File: src/design/tye_pkg.sv
// ----------------------------------------------------------------------------
// tye_pkg: shared constants and tables for the tilt and yaw estimator
// Word and digit widths of the digit-serial CORDIC, the arctangent table and
// the fixed limits of the angle and yaw outputs.
// ----------------------------------------------------------------------------
package tye_pkg;

	localparam int IN_W        = 16;
	localparam int EXT_W       = IN_W + 1;
	localparam int ANG_W       = 16;
	localparam int YAW_W       = 32;
	localparam int DB_W        = 15;

	localparam int WORD_W      = 32;
	localparam int DIGIT_W     = 8;
	localparam int NUM_DIGITS  = WORD_W / DIGIT_W;
	localparam int DIG_IDX_W   = $clog2(NUM_DIGITS);
	localparam int CORDIC_STEPS = 20;
	localparam int STEP_IDX_W  = $clog2(CORDIC_STEPS);
	localparam int FRAC_SHIFT  = 12;
	localparam int ROUND_SHIFT = 9;

	localparam logic signed [WORD_W-1:0] HALF_TURN   = WORD_W'(11796480);
	localparam logic signed [WORD_W-1:0] ROUND_BIAS  = WORD_W'(256);
	localparam logic signed [WORD_W-1:0] ANGLE_LIMIT = WORD_W'(23040);
	localparam logic [DB_W-1:0]          DEADBAND_RESET = DB_W'(17);

	// atan(2^-i) in 1/65536 degree, rounded
	function automatic logic [WORD_W-1:0] atan_fine(input logic [STEP_IDX_W-1:0] idx);
		logic [WORD_W-1:0] t;
		unique case (idx)
			5'd0:    t = WORD_W'(2949120);
			5'd1:    t = WORD_W'(1740967);
			5'd2:    t = WORD_W'(919879);
			5'd3:    t = WORD_W'(466945);
			5'd4:    t = WORD_W'(234379);
			5'd5:    t = WORD_W'(117304);
			5'd6:    t = WORD_W'(58666);
			5'd7:    t = WORD_W'(29335);
			5'd8:    t = WORD_W'(14668);
			5'd9:    t = WORD_W'(7334);
			5'd10:   t = WORD_W'(3667);
			5'd11:   t = WORD_W'(1833);
			5'd12:   t = WORD_W'(917);
			5'd13:   t = WORD_W'(458);
			5'd14:   t = WORD_W'(229);
			5'd15:   t = WORD_W'(115);
			5'd16:   t = WORD_W'(57);
			5'd17:   t = WORD_W'(29);
			5'd18:   t = WORD_W'(14);
			5'd19:   t = WORD_W'(7);
			default: t = '0;
		endcase
		return t;
	endfunction

endpackage

File: src/design/tilt_and_yaw_estimator.sv
// ----------------------------------------------------------------------------
// tilt_and_yaw_estimator: pitch and roll from the accelerometer, yaw from gyro
// Two digit-serial CORDIC units give atan2 angles in 1/128 degree; a
// saturating accumulator integrates gyro Z, negated, past a programmable deadband.
// ----------------------------------------------------------------------------
// The input takes one word at a time: ready stays low from an accepted word
// until its result is written to the output register. The CORDIC runs 20 steps
//   of 4 digits each, then rounds the angle and hands the word over.
// The output register frees the input side while a result waits downstream.
// Reset clears yaw to 0, the deadband to 17 and the output valid flag.
module tilt_and_yaw_estimator (
	input  logic                       clk,
	input  logic                       arst_n,
	input  logic                       s_axis_tvalid,
	output logic                       s_axis_tready,
	input  logic [63:0]                s_axis_tdata,  // accel_x, accel_y, accel_z, gyro_z
	output logic                       m_axis_tvalid,
	input  logic                       m_axis_tready,
	output logic [63:0]                m_axis_tdata,  // pitch_angle, roll_angle, yaw_total
	input  logic                       cfg_we,
	input  logic [tye_pkg::DB_W-1:0]   cfg_wdata
);
	import tye_pkg::*;

	typedef enum logic [1:0] {T_IDLE, T_RUN, T_HOLD} tstate_t;

	tstate_t                  state_q;
	logic                     m_valid_q;
	logic [63:0]              m_data_q;

	logic                     in_word;
	logic                     out_free;
	logic signed [IN_W-1:0]   accel_x, accel_y, accel_z, gyro_z;
	logic                     pitch_done, roll_done;
	logic signed [ANG_W-1:0]  pitch_angle, roll_angle;
	logic signed [YAW_W-1:0]  yaw_total;

	assign accel_x = s_axis_tdata[15:0];
	assign accel_y = s_axis_tdata[31:16];
	assign accel_z = s_axis_tdata[47:32];
	assign gyro_z  = s_axis_tdata[63:48];

	assign s_axis_tready = (state_q == T_IDLE);
	assign in_word       = s_axis_tvalid && s_axis_tready;
	assign out_free      = !m_valid_q || m_axis_tready;

	tye_cordic u_pitch (
		.clk    (clk),
		.arst_n (arst_n),
		.start  (in_word),
		.num    (accel_x),
		.den    (accel_z),
		.done   (pitch_done),
		.angle  (pitch_angle)
	);

	tye_cordic u_roll (
		.clk    (clk),
		.arst_n (arst_n),
		.start  (in_word),
		.num    (accel_y),
		.den    (accel_z),
		.done   (roll_done),
		.angle  (roll_angle)
	);

	tye_yaw u_yaw (
		.clk       (clk),
		.arst_n    (arst_n),
		.cfg_we    (cfg_we),
		.cfg_wdata (cfg_wdata),
		.update    (in_word),
		.gyro_z    (gyro_z),
		.yaw_total (yaw_total)
	);

	always_ff @(posedge clk or negedge arst_n) begin
		if (!arst_n) begin
			state_q   <= T_IDLE;
			m_valid_q <= 1'b0;
			m_data_q  <= '0;
		end else begin
			if (m_axis_tready) begin
				m_valid_q <= 1'b0;
			end
			unique case (state_q)
				T_IDLE: begin
					if (in_word) begin
						state_q <= T_RUN;
					end
				end
				T_RUN: begin
					// both units run in lockstep and finish together
					if (pitch_done && roll_done) begin
						if (out_free) begin
							m_data_q  <= {yaw_total, roll_angle, pitch_angle};
							m_valid_q <= 1'b1;
							state_q   <= T_IDLE;
						end else begin
							state_q <= T_HOLD;
						end
					end
				end
				T_HOLD: begin
					// hold the finished word until the output register frees
					if (out_free) begin
						m_data_q  <= {yaw_total, roll_angle, pitch_angle};
						m_valid_q <= 1'b1;
						state_q   <= T_IDLE;
					end
				end
				default: state_q <= T_IDLE;
			endcase
		end
	end

	assign m_axis_tvalid = m_valid_q;
	assign m_axis_tdata  = m_data_q;

endmodule

File: src/design/tye_cordic.sv
// ----------------------------------------------------------------------------
// tye_cordic: digit-serial vectoring CORDIC for atan2
// Each rotation step updates x, y and z one 8-bit digit per cycle, LSB first,
// with a carry flop per word; the old words stay put until the last digit.
// ----------------------------------------------------------------------------
module tye_cordic (
	input  logic                          clk,
	input  logic                          arst_n,
	input  logic                          start,
	input  logic signed [tye_pkg::IN_W-1:0]  num,
	input  logic signed [tye_pkg::IN_W-1:0]  den,
	output logic                          done,
	output logic signed [tye_pkg::ANG_W-1:0] angle
);
	import tye_pkg::*;

	typedef enum logic [1:0] {C_IDLE, C_RUN, C_FIN} cstate_t;

	cstate_t                  state_q;
	logic [STEP_IDX_W-1:0]    i_q;
	logic [DIG_IDX_W-1:0]     k_q;
	logic                     done_q;
	logic signed [ANG_W-1:0]  angle_q;

	logic signed [WORD_W-1:0] x_q, y_q, z_q;
	logic [WORD_W-1:0]        xn_q, yn_q, zn_q;
	logic                     cx_q, cy_q, cz_q;
	logic                     zero_q;

	logic                     neg;
	logic signed [EXT_W-1:0]  num_e, den_e, xl, yl;
	logic signed [WORD_W-1:0] dx, dy, zr, r, r_cl;
	logic [WORD_W-1:0]        tw;
	logic [DIGIT_W-1:0]       xd, yd, zd, dxd, dyd, td;
	logic                     dir, first, cin_x, cin_y, cin_z;
	logic [DIGIT_W:0]         sx, sy, sz;
	logic                     last_dig, last_step;

	// operand set-up: fold the left half plane onto the right
	assign neg   = den[IN_W-1];
	assign num_e = {num[IN_W-1], num};
	assign den_e = {den[IN_W-1], den};
	assign xl    = neg ? -den_e : den_e;
	assign yl    = neg ? -num_e : num_e;

	// one digit of each update
	assign dx    = y_q >>> i_q;
	assign dy    = x_q >>> i_q;
	assign tw    = atan_fine(i_q);
	assign xd    = x_q[k_q*DIGIT_W +: DIGIT_W];
	assign yd    = y_q[k_q*DIGIT_W +: DIGIT_W];
	assign zd    = z_q[k_q*DIGIT_W +: DIGIT_W];
	assign dxd   = dx[k_q*DIGIT_W +: DIGIT_W];
	assign dyd   = dy[k_q*DIGIT_W +: DIGIT_W];
	assign td    = tw[k_q*DIGIT_W +: DIGIT_W];
	assign dir   = !y_q[WORD_W-1] && (|y_q);
	assign first = (k_q == '0);
	assign cin_x = first ? !dir : cx_q;
	assign cin_y = first ? dir  : cy_q;
	assign cin_z = first ? !dir : cz_q;
	assign sx    = {1'b0, xd} + {1'b0, (dir ? dxd : ~dxd)} + {{DIGIT_W{1'b0}}, cin_x};
	assign sy    = {1'b0, yd} + {1'b0, (dir ? ~dyd : dyd)} + {{DIGIT_W{1'b0}}, cin_y};
	assign sz    = {1'b0, zd} + {1'b0, (dir ? td : ~td)} + {{DIGIT_W{1'b0}}, cin_z};

	assign last_dig  = (k_q == DIG_IDX_W'(NUM_DIGITS-1));
	assign last_step = (i_q == STEP_IDX_W'(CORDIC_STEPS-1));

	// round to 1/128 degree and clamp
	assign zr   = z_q + ROUND_BIAS;
	assign r    = zr >>> ROUND_SHIFT;
	always_comb begin
		if (r > ANGLE_LIMIT) begin
			r_cl = ANGLE_LIMIT;
		end else if (r < -ANGLE_LIMIT) begin
			r_cl = -ANGLE_LIMIT;
		end else begin
			r_cl = r;
		end
	end

	always_ff @(posedge clk or negedge arst_n) begin
		if (!arst_n) begin
			state_q <= C_IDLE;
			i_q     <= '0;
			k_q     <= '0;
			done_q  <= 1'b0;
			angle_q <= '0;
		end else begin
			done_q <= 1'b0;
			unique case (state_q)
				C_IDLE: begin
					if (start) begin
						i_q     <= '0;
						k_q     <= '0;
						state_q <= C_RUN;
					end
				end
				C_RUN: begin
					k_q <= k_q + 1'b1;
					if (last_dig) begin
						k_q <= '0;
						i_q <= i_q + 1'b1;
						if (last_step) begin
							state_q <= C_FIN;
						end
					end
				end
				C_FIN: begin
					angle_q <= zero_q ? '0 : r_cl[ANG_W-1:0];
					done_q  <= 1'b1;
					state_q <= C_IDLE;
				end
				default: state_q <= C_IDLE;
			endcase
		end
	end

	always_ff @(posedge clk) begin
		if (state_q == C_IDLE && start) begin
			x_q    <= {{(WORD_W-EXT_W-FRAC_SHIFT){xl[EXT_W-1]}}, xl, {FRAC_SHIFT{1'b0}}};
			y_q    <= {{(WORD_W-EXT_W-FRAC_SHIFT){yl[EXT_W-1]}}, yl, {FRAC_SHIFT{1'b0}}};
			z_q    <= neg ? (num[IN_W-1] ? -HALF_TURN : HALF_TURN) : '0;
			zero_q <= (den == '0) && (num == '0);
		end else if (state_q == C_RUN) begin
			cx_q <= sx[DIGIT_W];
			cy_q <= sy[DIGIT_W];
			cz_q <= sz[DIGIT_W];
			// shift the new digit in from the top
			xn_q <= {sx[DIGIT_W-1:0], xn_q[WORD_W-1:DIGIT_W]};
			yn_q <= {sy[DIGIT_W-1:0], yn_q[WORD_W-1:DIGIT_W]};
			zn_q <= {sz[DIGIT_W-1:0], zn_q[WORD_W-1:DIGIT_W]};
			if (last_dig) begin
				x_q <= {sx[DIGIT_W-1:0], xn_q[WORD_W-1:DIGIT_W]};
				y_q <= {sy[DIGIT_W-1:0], yn_q[WORD_W-1:DIGIT_W]};
				z_q <= {sz[DIGIT_W-1:0], zn_q[WORD_W-1:DIGIT_W]};
			end
		end
	end

	assign done  = done_q;
	assign angle = angle_q;

endmodule

File: src/design/tye_yaw.sv
// ----------------------------------------------------------------------------
// tye_yaw: deadband register and saturating yaw accumulator
// Subtracts gyro Z from the running sum when its magnitude reaches the
// deadband; the sum clips at the signed 32-bit limits.
// ----------------------------------------------------------------------------
module tye_yaw (
	input  logic                            clk,
	input  logic                            arst_n,
	input  logic                            cfg_we,
	input  logic [tye_pkg::DB_W-1:0]        cfg_wdata,
	input  logic                            update,
	input  logic signed [tye_pkg::IN_W-1:0] gyro_z,
	output logic signed [tye_pkg::YAW_W-1:0] yaw_total
);
	import tye_pkg::*;

	logic [DB_W-1:0]          deadband_q;
	logic signed [YAW_W-1:0]  yaw_q;
	logic [EXT_W-1:0]         gz_e, mag;
	logic [YAW_W:0]           diff;
	logic signed [YAW_W-1:0]  yaw_next;

	assign gz_e = {gyro_z[IN_W-1], gyro_z};
	assign mag  = gyro_z[IN_W-1] ? (~gz_e + 1'b1) : gz_e;
	assign diff = {yaw_q[YAW_W-1], yaw_q} - {{(YAW_W+1-IN_W){gyro_z[IN_W-1]}}, gyro_z};

	// clip when the two top bits disagree
	always_comb begin
		if (diff[YAW_W] != diff[YAW_W-1]) begin
			yaw_next = diff[YAW_W] ? {1'b1, {(YAW_W-1){1'b0}}} : {1'b0, {(YAW_W-1){1'b1}}};
		end else begin
			yaw_next = diff[YAW_W-1:0];
		end
	end

	always_ff @(posedge clk or negedge arst_n) begin
		if (!arst_n) begin
			deadband_q <= DEADBAND_RESET;
			yaw_q      <= '0;
		end else begin
			if (cfg_we) begin
				deadband_q <= cfg_wdata;
			end
			if (update && (mag >= {{(EXT_W-DB_W){1'b0}}, deadband_q})) begin
				yaw_q <= yaw_next;
			end
		end
	end

	assign yaw_total = yaw_q;

endmodule

File: config.mk
export PLATFORM = sky130hd
export DESIGN_NAME = tilt_and_yaw_estimator
export DESIGN_NICKNAME = d
export VERILOG_FILES = /design/src/design/tye_pkg.sv /design/src/design/tilt_and_yaw_estimator.sv /design/src/design/tye_cordic.sv /design/src/design/tye_yaw.sv
export SDC_FILE = /design/constraint.sdc
export NUM_CORES = 2
export LEC_CHECK = 0
export ABC_AREA = 1
export BUFFER_PORTS_ARGS = -buffer_cell sky130_fd_sc_hd__buf_2
export CAP_MARGIN = 10
export CORE_MARGIN = 2
export CORE_UTILIZATION = 30
export CTS_BUF_LIST = sky130_fd_sc_hd__clkbuf_4
export DETAILED_ROUTE_END_ITERATION = 8
export HOLD_SLACK_MARGIN = 0.03
export PLACE_DENSITY = 0.47
export REMOVE_ABC_BUFFERS = 1
export SLEW_MARGIN = 20
export SYNTH_ARGS = -nofsm -noshare
export SYNTH_HDL_FRONTEND = slang
export SYNTH_SLANG_ARGS = --single-unit
File: constraint.sdc
create_clock -name clk -period 7.42 [get_ports clk]
set_input_delay 0.371 -clock clk [delete_from_list [all_inputs] [get_ports clk]]
set_output_delay 0.371 -clock clk [all_outputs]
set_load 0.03 [all_outputs]
# Yosys cells after proc, flatten, opt, wreduce, memory -nomap -nowiden
# Memories as Yosys holds them, arrays and structs flattened.
# Index checks and enable logic that the tools add are counted.
[totals]
romBits = 1408
in_bits = 84
output_inout_bits = 66
memories = 2
reg_bits = 558
elab_cells = 236
[mem_list]
columns = ["name", "words", "width", "read_ports", "rd_ports_with_merged_regs", "write_ports", "line", "text"]
rows = [
  ["(name not given)", 32, 22, 1, 0, 0, "tye_pkg.sv:31", "unique case (idx)"],
  ["(name not given)", 32, 22, 1, 0, 0, "tye_pkg.sv:31", ""],
]
[op_classes]
order_cmp = 5
add_sub_neg = 23
eq_ne = 20
n_bitwise = 9
shifts = 16
n_mux = 76
n_reduce_logical = 46
[ops]
columns = ["op", "count"]
rows = [
  ["two-way mux 32 bit", 24],
  ["variable part select 32 x 6 -> 8 bit", 12],
  ["two-way mux 64 bit", 2],
  ["case mux 64 bit (2 select lines)", 1],
  [">>> shifter 32 x 5 -> 32 bit", 4],
  ["two-way mux 16 bit", 6],
  ["two-way mux 17 bit", 4],
  ["adder 32 x 10 -> 32 bit (second input constant)", 2],
  ["OR reduction 32 bit", 2],
  ["adder 8 x 8 -> 9 bit", 6],
  ["adder 9 x 1 -> 9 bit", 6],
  ["negator 16 -> 17 bit", 3],
  ["logical NOT 16 bit", 3],
  ["two-way mux 8 bit", 6],
  ["NOT 8 bit", 6],
  ["> comparator 23 x 16 -> 1 bit (second input constant)", 2],
  ["less-than comparator 23 x 16 -> 1 bit (second input constant)", 2],
  ["subtractor 32 x 16 -> 33 bit", 1],
  ["two-way mux 2 bit", 11],
  ["case mux 5 bit (2 select lines)", 2],
  ["AND reduction 2 bit", 9],
  ["adder 17 x 1 -> 17 bit (second input constant)", 1],
  ["greater-or-equal comparator 17 x 15 -> 1 bit", 1],
  ["NOT 17 bit", 1],
  ["20 further kinds", 78],
]

# Logic depth before layout (Yosys ltp)
[depth]
depth_word = 9
depth_mapped = 30
mapped_depth_nobuf = 29

# Hierarchy
# Synthesis repeated with hierarchy kept, for this count alone.
[unflattened]
cells_unflattened = 5278
hier_area_um2 = 36920.4
[modules_own_cells]
columns = ["mod", "seq_area_each_um2", "cells_per_inst", "area_per_inst_um2", "instances"]
rows = [
  ["tye_cordic at u_roll", 5575.3, 2141, 14664.1, 1],
  ["tye_cordic at u_pitch", 5575.3, 2077, 14467.6, 1],
  ["tye_yaw", 1178.6, 742, 4810.9, 1],
  ["tilt_and_yaw_estimator", 1676.6, 318, 2977.9, 1],
]

# Least setup slack after synthesis
# OpenSTA, ideal clock, no wires.
[synth_path]
kind = "flip-flop to flip-flop"
startpoint = "register u_pitch.state_q[0]"
endpoint = "register u_pitch.x_q[12] (enable)"
path_buffers = 1
setup_time_ns = 0.462
period_less_slack_ns = 7.026
stages_incl_launch_ff = 8
t_required_ns = 6.958
slack_ns = 0.394
t_arrival_ns = 6.564
path_cell_list = "dfrtp_1 -> inv_1 -> nor2_1 -> inv_1 -> nor2_1 -> nor2_1 -> inv_1 -> clkbuf_1"
[synth_between]
elab_chain_len = 4
word_cells_on_any_way = 6
classes_between = "eq/ne: 1; reduce/logical: 5"
[synth_rtl]
columns = ["element", "line", "text"]
rows = [
  ["start: declaration", "tye_cordic.sv:19", "cstate_t state_q;"],
  ["start signal: assignment", "tye_cordic.sv:83", "state_q <= C_IDLE;"],
  ["start signal: assignment", "tye_cordic.sv:95", "state_q <= C_RUN;"],
  ["start signal: assignment", "tye_cordic.sv:104", "state_q <= C_FIN;"],
  ["logical NOT 2 bit", "tye_cordic.sv:119", "if (state_q == C_IDLE && start) begin"],
  ["logical AND 1 bit", "tye_cordic.sv:119", ""],
  ["nonzero test 2 bit (no source line)", "n/a", ""],
  ["AND reduction 2 bit (no source line) *", "n/a", ""],
  ["end signal: assignment", "tye_cordic.sv:120", "x_q <= {{(WORD_W-EXT_W-FRAC_SHIFT){xl[EXT_W-1]}}, xl, {FRAC_SHIFT{1'b0}}};"],
  ["end signal: assignment", "tye_cordic.sv:133", "x_q <= {sx[DIGIT_W-1:0], xn_q[WORD_W-1:DIGIT_W]};"],
  ["end: declaration", "tye_cordic.sv:25", "logic signed [WORD_W-1:0] x_q, y_q, z_q;"],
]
# Mark *: on every way between the ends. The rest lies on a longest branch, timed or not.
# A chain may end at the register's enable or synchronous reset.

# Worst setup path in the final report
[layout_path]
startpoint = "register u_roll.i_q[0]"
endpoint = "register u_roll.x_q[30], data pin"
[layout_between]
elab_chain_len = 9
[layout_rtl]
columns = ["element", "line", "text"]
rows = [
  ["start: declaration", "tye_cordic.sv:20", "logic [STEP_IDX_W-1:0] i_q;"],
  ["start signal: assignment", "tye_cordic.sv:102", "i_q <= i_q + 1'b1;"],
  [">>> shifter 32 x 5 -> 32 bit *", "tye_cordic.sv:47", "assign dx = y_q >>> i_q;"],
  ["variable part select 32 x 6 -> 8 bit *", "tye_cordic.sv:53", "assign dxd = dx[k_q*DIGIT_W +: DIGIT_W];"],
  ["NOT 8 bit", "tye_cordic.sv:61", "assign sx = {1'b0, xd} + {1'b0, (dir ? dxd : ~dxd)} + {{DIGIT_W{1'b0}}, cin_x};"],
  ["two-way mux 8 bit *", "tye_cordic.sv:61", ""],
  ["adder 8 x 8 -> 9 bit *", "tye_cordic.sv:61", ""],
  ["adder 9 x 1 -> 9 bit *", "tye_cordic.sv:61", ""],
  ["net u_roll.sx[6]", "tye_cordic.sv:36", "logic [DIGIT_W:0] sx, sy, sz;"],
  ["two-way mux 32 bit *", "tye_cordic.sv:132", "if (last_dig) begin"],
  ["two-way mux 32 bit *", "tye_cordic.sv:124", "end else if (state_q == C_RUN) begin"],
  ["two-way mux 32 bit *", "tye_cordic.sv:119", ""],
  ["end signal: assignment", "tye_cordic.sv:120", ""],
  ["end signal: assignment", "tye_cordic.sv:133", ""],
  ["end: declaration", "tye_cordic.sv:25", ""],
]
# The timed path passes the listed nets; every way through them passes the cells marked *. The select of a mux whose other input is x is not followed.

==> results.toml <==
[run_status]
outcome = "finished clean"

[drt]
num_vias = 35100
vias_per_cell = 4.93
drt_wl_total_um = 127000
antenna_left = 0
wl_per_cell_um = 17.8
drc = 0
drtIter0Drc = 2556
first_pass_iters = 6

[clock_network]
clk_pin_slew_ns = 0.06
root_buffer = "clkbuf_4"
htree_levels = 4
clk_latency_ns = 1.03
cts_tree = "done"
clock-sinks = 510
cts_buffers = 150
cts_resized = 0
cts_buffer_depth = 3

[power]
finalPower_mw = 15.9
ir_worst_vdd_mv = 0.284
cellPowerDensity_mw_per_mm2 = 379
p_leak_nw = 19.5

[sta]
report.final.hold_viol_count = 0
fmax_mhz = 199
max-slew-margin-rel_pct = 31.0
period_needed_ns = 5.04
final_max_slew_viol_count = 0
finalCritPeriodShare_pct = 67.9
fin_skew_ns = 0.0712
finalSetupViolations = 0
worst_pin_slew_ns = 1.03
rsz0062_at_grt = "false"

[worst_setup_path]
rrSetupSlack_ns = 2.38
required_ns = 8.24
r2r_start = "u_roll.i_q[0]"
cp_num_buf_inv = 2
crit_path_max_incr_delay_ns = 0.85
crit_family = "compound AO/OA/AOI/OAI gates"
path_max_fanout = 55
critPathKind = "reg -> reg"
slowest_stage = "dfrtp_2"
r2r_end = "u_roll.x_q[30]"
r2r_cells = 20
crit_path_end_kind = "flip-flop"
crit_chain = "buf_4 -> o21ai_0 -> nand2_1 -> o21ai_0 -> nand2_1 -> nand2_1 -> o21ai_0 -> nor2_1 -> nor2_1 -> nand2_1 -> nand3_1 -> nand2_1 -> fa_1 -> fa_1 -> o21ai_0 -> a21oi_1 -> o21ai_0 -> xor2_1 -> inv_1 -> nor2_1"
start_kind = "flip-flop"
cp.arrival_ns = 5.86

[yosys]
ys_ff_latch = 510
synth-edff-count = 296
async_reset_ff_share_pct = 32.5
synth_ff_type = "edfxtp_1"
yosysWarnings = 0
yosysUniqueCellTypes = 59
seq_area_frac_synth_pct = 38.7
netlist_area_sq_mm = 0.0362
syn_avg_cell_area_sq_um = 7.09
syn_inst = 5102

[global_routing]
grt_overflow = 0
grt_first_pass_wirelength_um = 197000
grt_max_degree = 117
grt_pass1_vias = 33700
grtUsageTotal_pct = 20.3
antenna_found_initial = 4

[place]
dpl.hpwl_um = 91700
place_area_sq_mm = 0.0385
routabilityCongestion = 0.923
portBuffers = 149

[floorplan]
rows = 127
die-area_sq_mm = 0.123
fp.dieH_um = 351
die_w_um = 351
start_util_pct = 30.2
core-area_sq_mm = 0.120
io_pins = 150

[cells_and_area]
final_nets = 5606
final_common_cell = "nand2_1"
final_layout_size_suffix_gt1_share_pct = 10.7
layout_common_cells = "1630 x nand2_1, 540 x o21ai_0, 469 x inv_1"
finalInstanceArea_sq_mm = 0.0421
area_growth_pct = 16.4

[hold_path]
min_path_type = "in -> reg"
hold_end = "u_pitch.x_q[13]"
whs_path_depth = 5
min_from = "s_axis_tdata[33]"

[run]
drv_cap = 0
power by group:
group / total (mW) / switching (mW) / internal [mW]
sequential: 4.69 / 0.533 / 4.15
clock: 2.78 / 1.30 / 1.47
combinational: 8.47 / 5.68 / 2.79
logic make-up after synthesis:
logic type | after synthesis | synth area share (%)
AO/OA/AOI/OAI | 940 | 14.0
XOR/XNOR | 99 | 2.42
adder cells (fa/ha/maj) | 131 | 4.80
buffers and inverters | 716 | 7.71
flip-flops | 510 | 38.7
multiplexers | 71 | 2.18
AND/OR/NAND/NOR | 2635 | 30.2
layout make-up:
class,instances,area (sq um)
diodes,2,5.00
clock buffers,226,1700
clock inverters,44,284
fillers,13000,77700
inverters,486,1830
multi-input cells,3876,19400
flip-flops and latches,510,14000
well taps,1612,2020
repair buffers,367,2830
state kept, by name, summed over array words and instances (netlist names), 15 cells and up:
register          cells
m_axis_tdata         64
u_pitch.x_q          32
u_pitch.y_q          32
u_pitch.z_q          32
u_roll.x_q           32
u_roll.y_q           32
u_roll.z_q           32
u_yaw.yaw_total      32
u_pitch.xn_q         24
u_pitch.yn_q         24
u_pitch.zn_q         24
u_roll.xn_q          24
u_roll.yn_q          24
u_roll.zn_q          24
u_pitch.angle        16
u_roll.angle         16
u_yaw.deadband_q     15
cell usage after synthesis (14+ instances only):
master | number | share of area (%)
a21oi_1 | 263 | 3.6
and2_1 | 16 | 0.28
buf_1 | 40 | 0.42
buf_2 | 56 | 0.78
clkbuf_1 | 130 | 1.3
dfrtp_1 | 164 | 11
dfxtp_1 | 48 | 2.7
edfxtp_1 | 296 | 25
ha_1 | 118 | 4.1
inv_1 | 470 | 4.9
mux2_2 | 63 | 2.0
nand2_1 | 1630 | 17
nand3_1 | 445 | 6.2
nand4_1 | 37 | 0.64
nor2_1 | 401 | 4.2
nor3_1 | 25 | 0.35
o211ai_1 | 35 | 0.73
o21ai_0 | 540 | 7.5
o21bai_1 | 17 | 0.35
o22ai_1 | 14 | 0.24
or2_2 | 19 | 0.33
xnor2_1 | 25 | 0.61
xor2_1 | 73 | 1.8
worst max-delay path by stage:
| stage | end | slack (ns) | start | cells after the start |
|---|---|---|---|---|
| 6_report | u_roll.x_q[30] | 2.38 | u_roll.i_q[0] | 20 |
| 5_1_grt | u_roll.x_q[30] | 1.89 | u_roll.i_q[0] | 23 |
| 4_1_cts | u_roll.x_q[30] | 2.54 | u_roll.i_q[0] | 20 |
| 3_5_place_dp | u_pitch.y_q[30] | 2.57 | u_pitch.i_q[1] | 25 |
| 3_3_place_gp | u_roll.x_q[30] | 2.63 | u_roll.i_q[0] | 23 |
| 2_1_floorplan | u_pitch.x_q[12] | -0.78 | u_pitch.state_q[0] | 6 |
repair_timing:
action / 4_1_cts / 5_1_grt
endpoints found under the hold margin: 218 / 0
hold buffers: 160 / 0
buffers inserted: 0 / 0
layer usage:
| layer | global-route usage, % | wire (um) | part of all wire [%] |
|---|---|---|---|
| met3 | 3.07 | 6840 | 5.4 |
| met4 | 5.91 | 2660 | 2.1 |
| met5 | 0 | 0 | 0 |
| met1 | 27.7 | 59000 | 47 |
| met2 | 33.2 | 58200 | 46 |
through the flow:
step                      instances  setup slack [ns]  hold WS [ns]  TNS, ns  utilization (%)
after floorplan                4872            -0.781        0.0754   -99.04                -
after global placement         6690              2.63         0.428        0             32.1
after detailed placement       6690              2.57         0.430        0             32.1
after CTS                      7120              2.54        0.0320        0             35.1
after global routing           7123              1.89         0.140        0             35.1
final                          7123              2.38         0.130        0             35.1
worst reg2reg max path: cells and delay by family, from the launching register on:
kind | cells | cell delay (ns)
DFF | 1 | 0.85
and+or+nand+nor | 9 | 0.91
xor gates and xnor gates | 1 | 0.27
adders and majority gates | 2 | 0.91
buffers and inverters | 2 | 0.64
AOI/OAI and AO/OA | 6 | 1.31
Note: power is estimated with default switching activity, not from simulation.
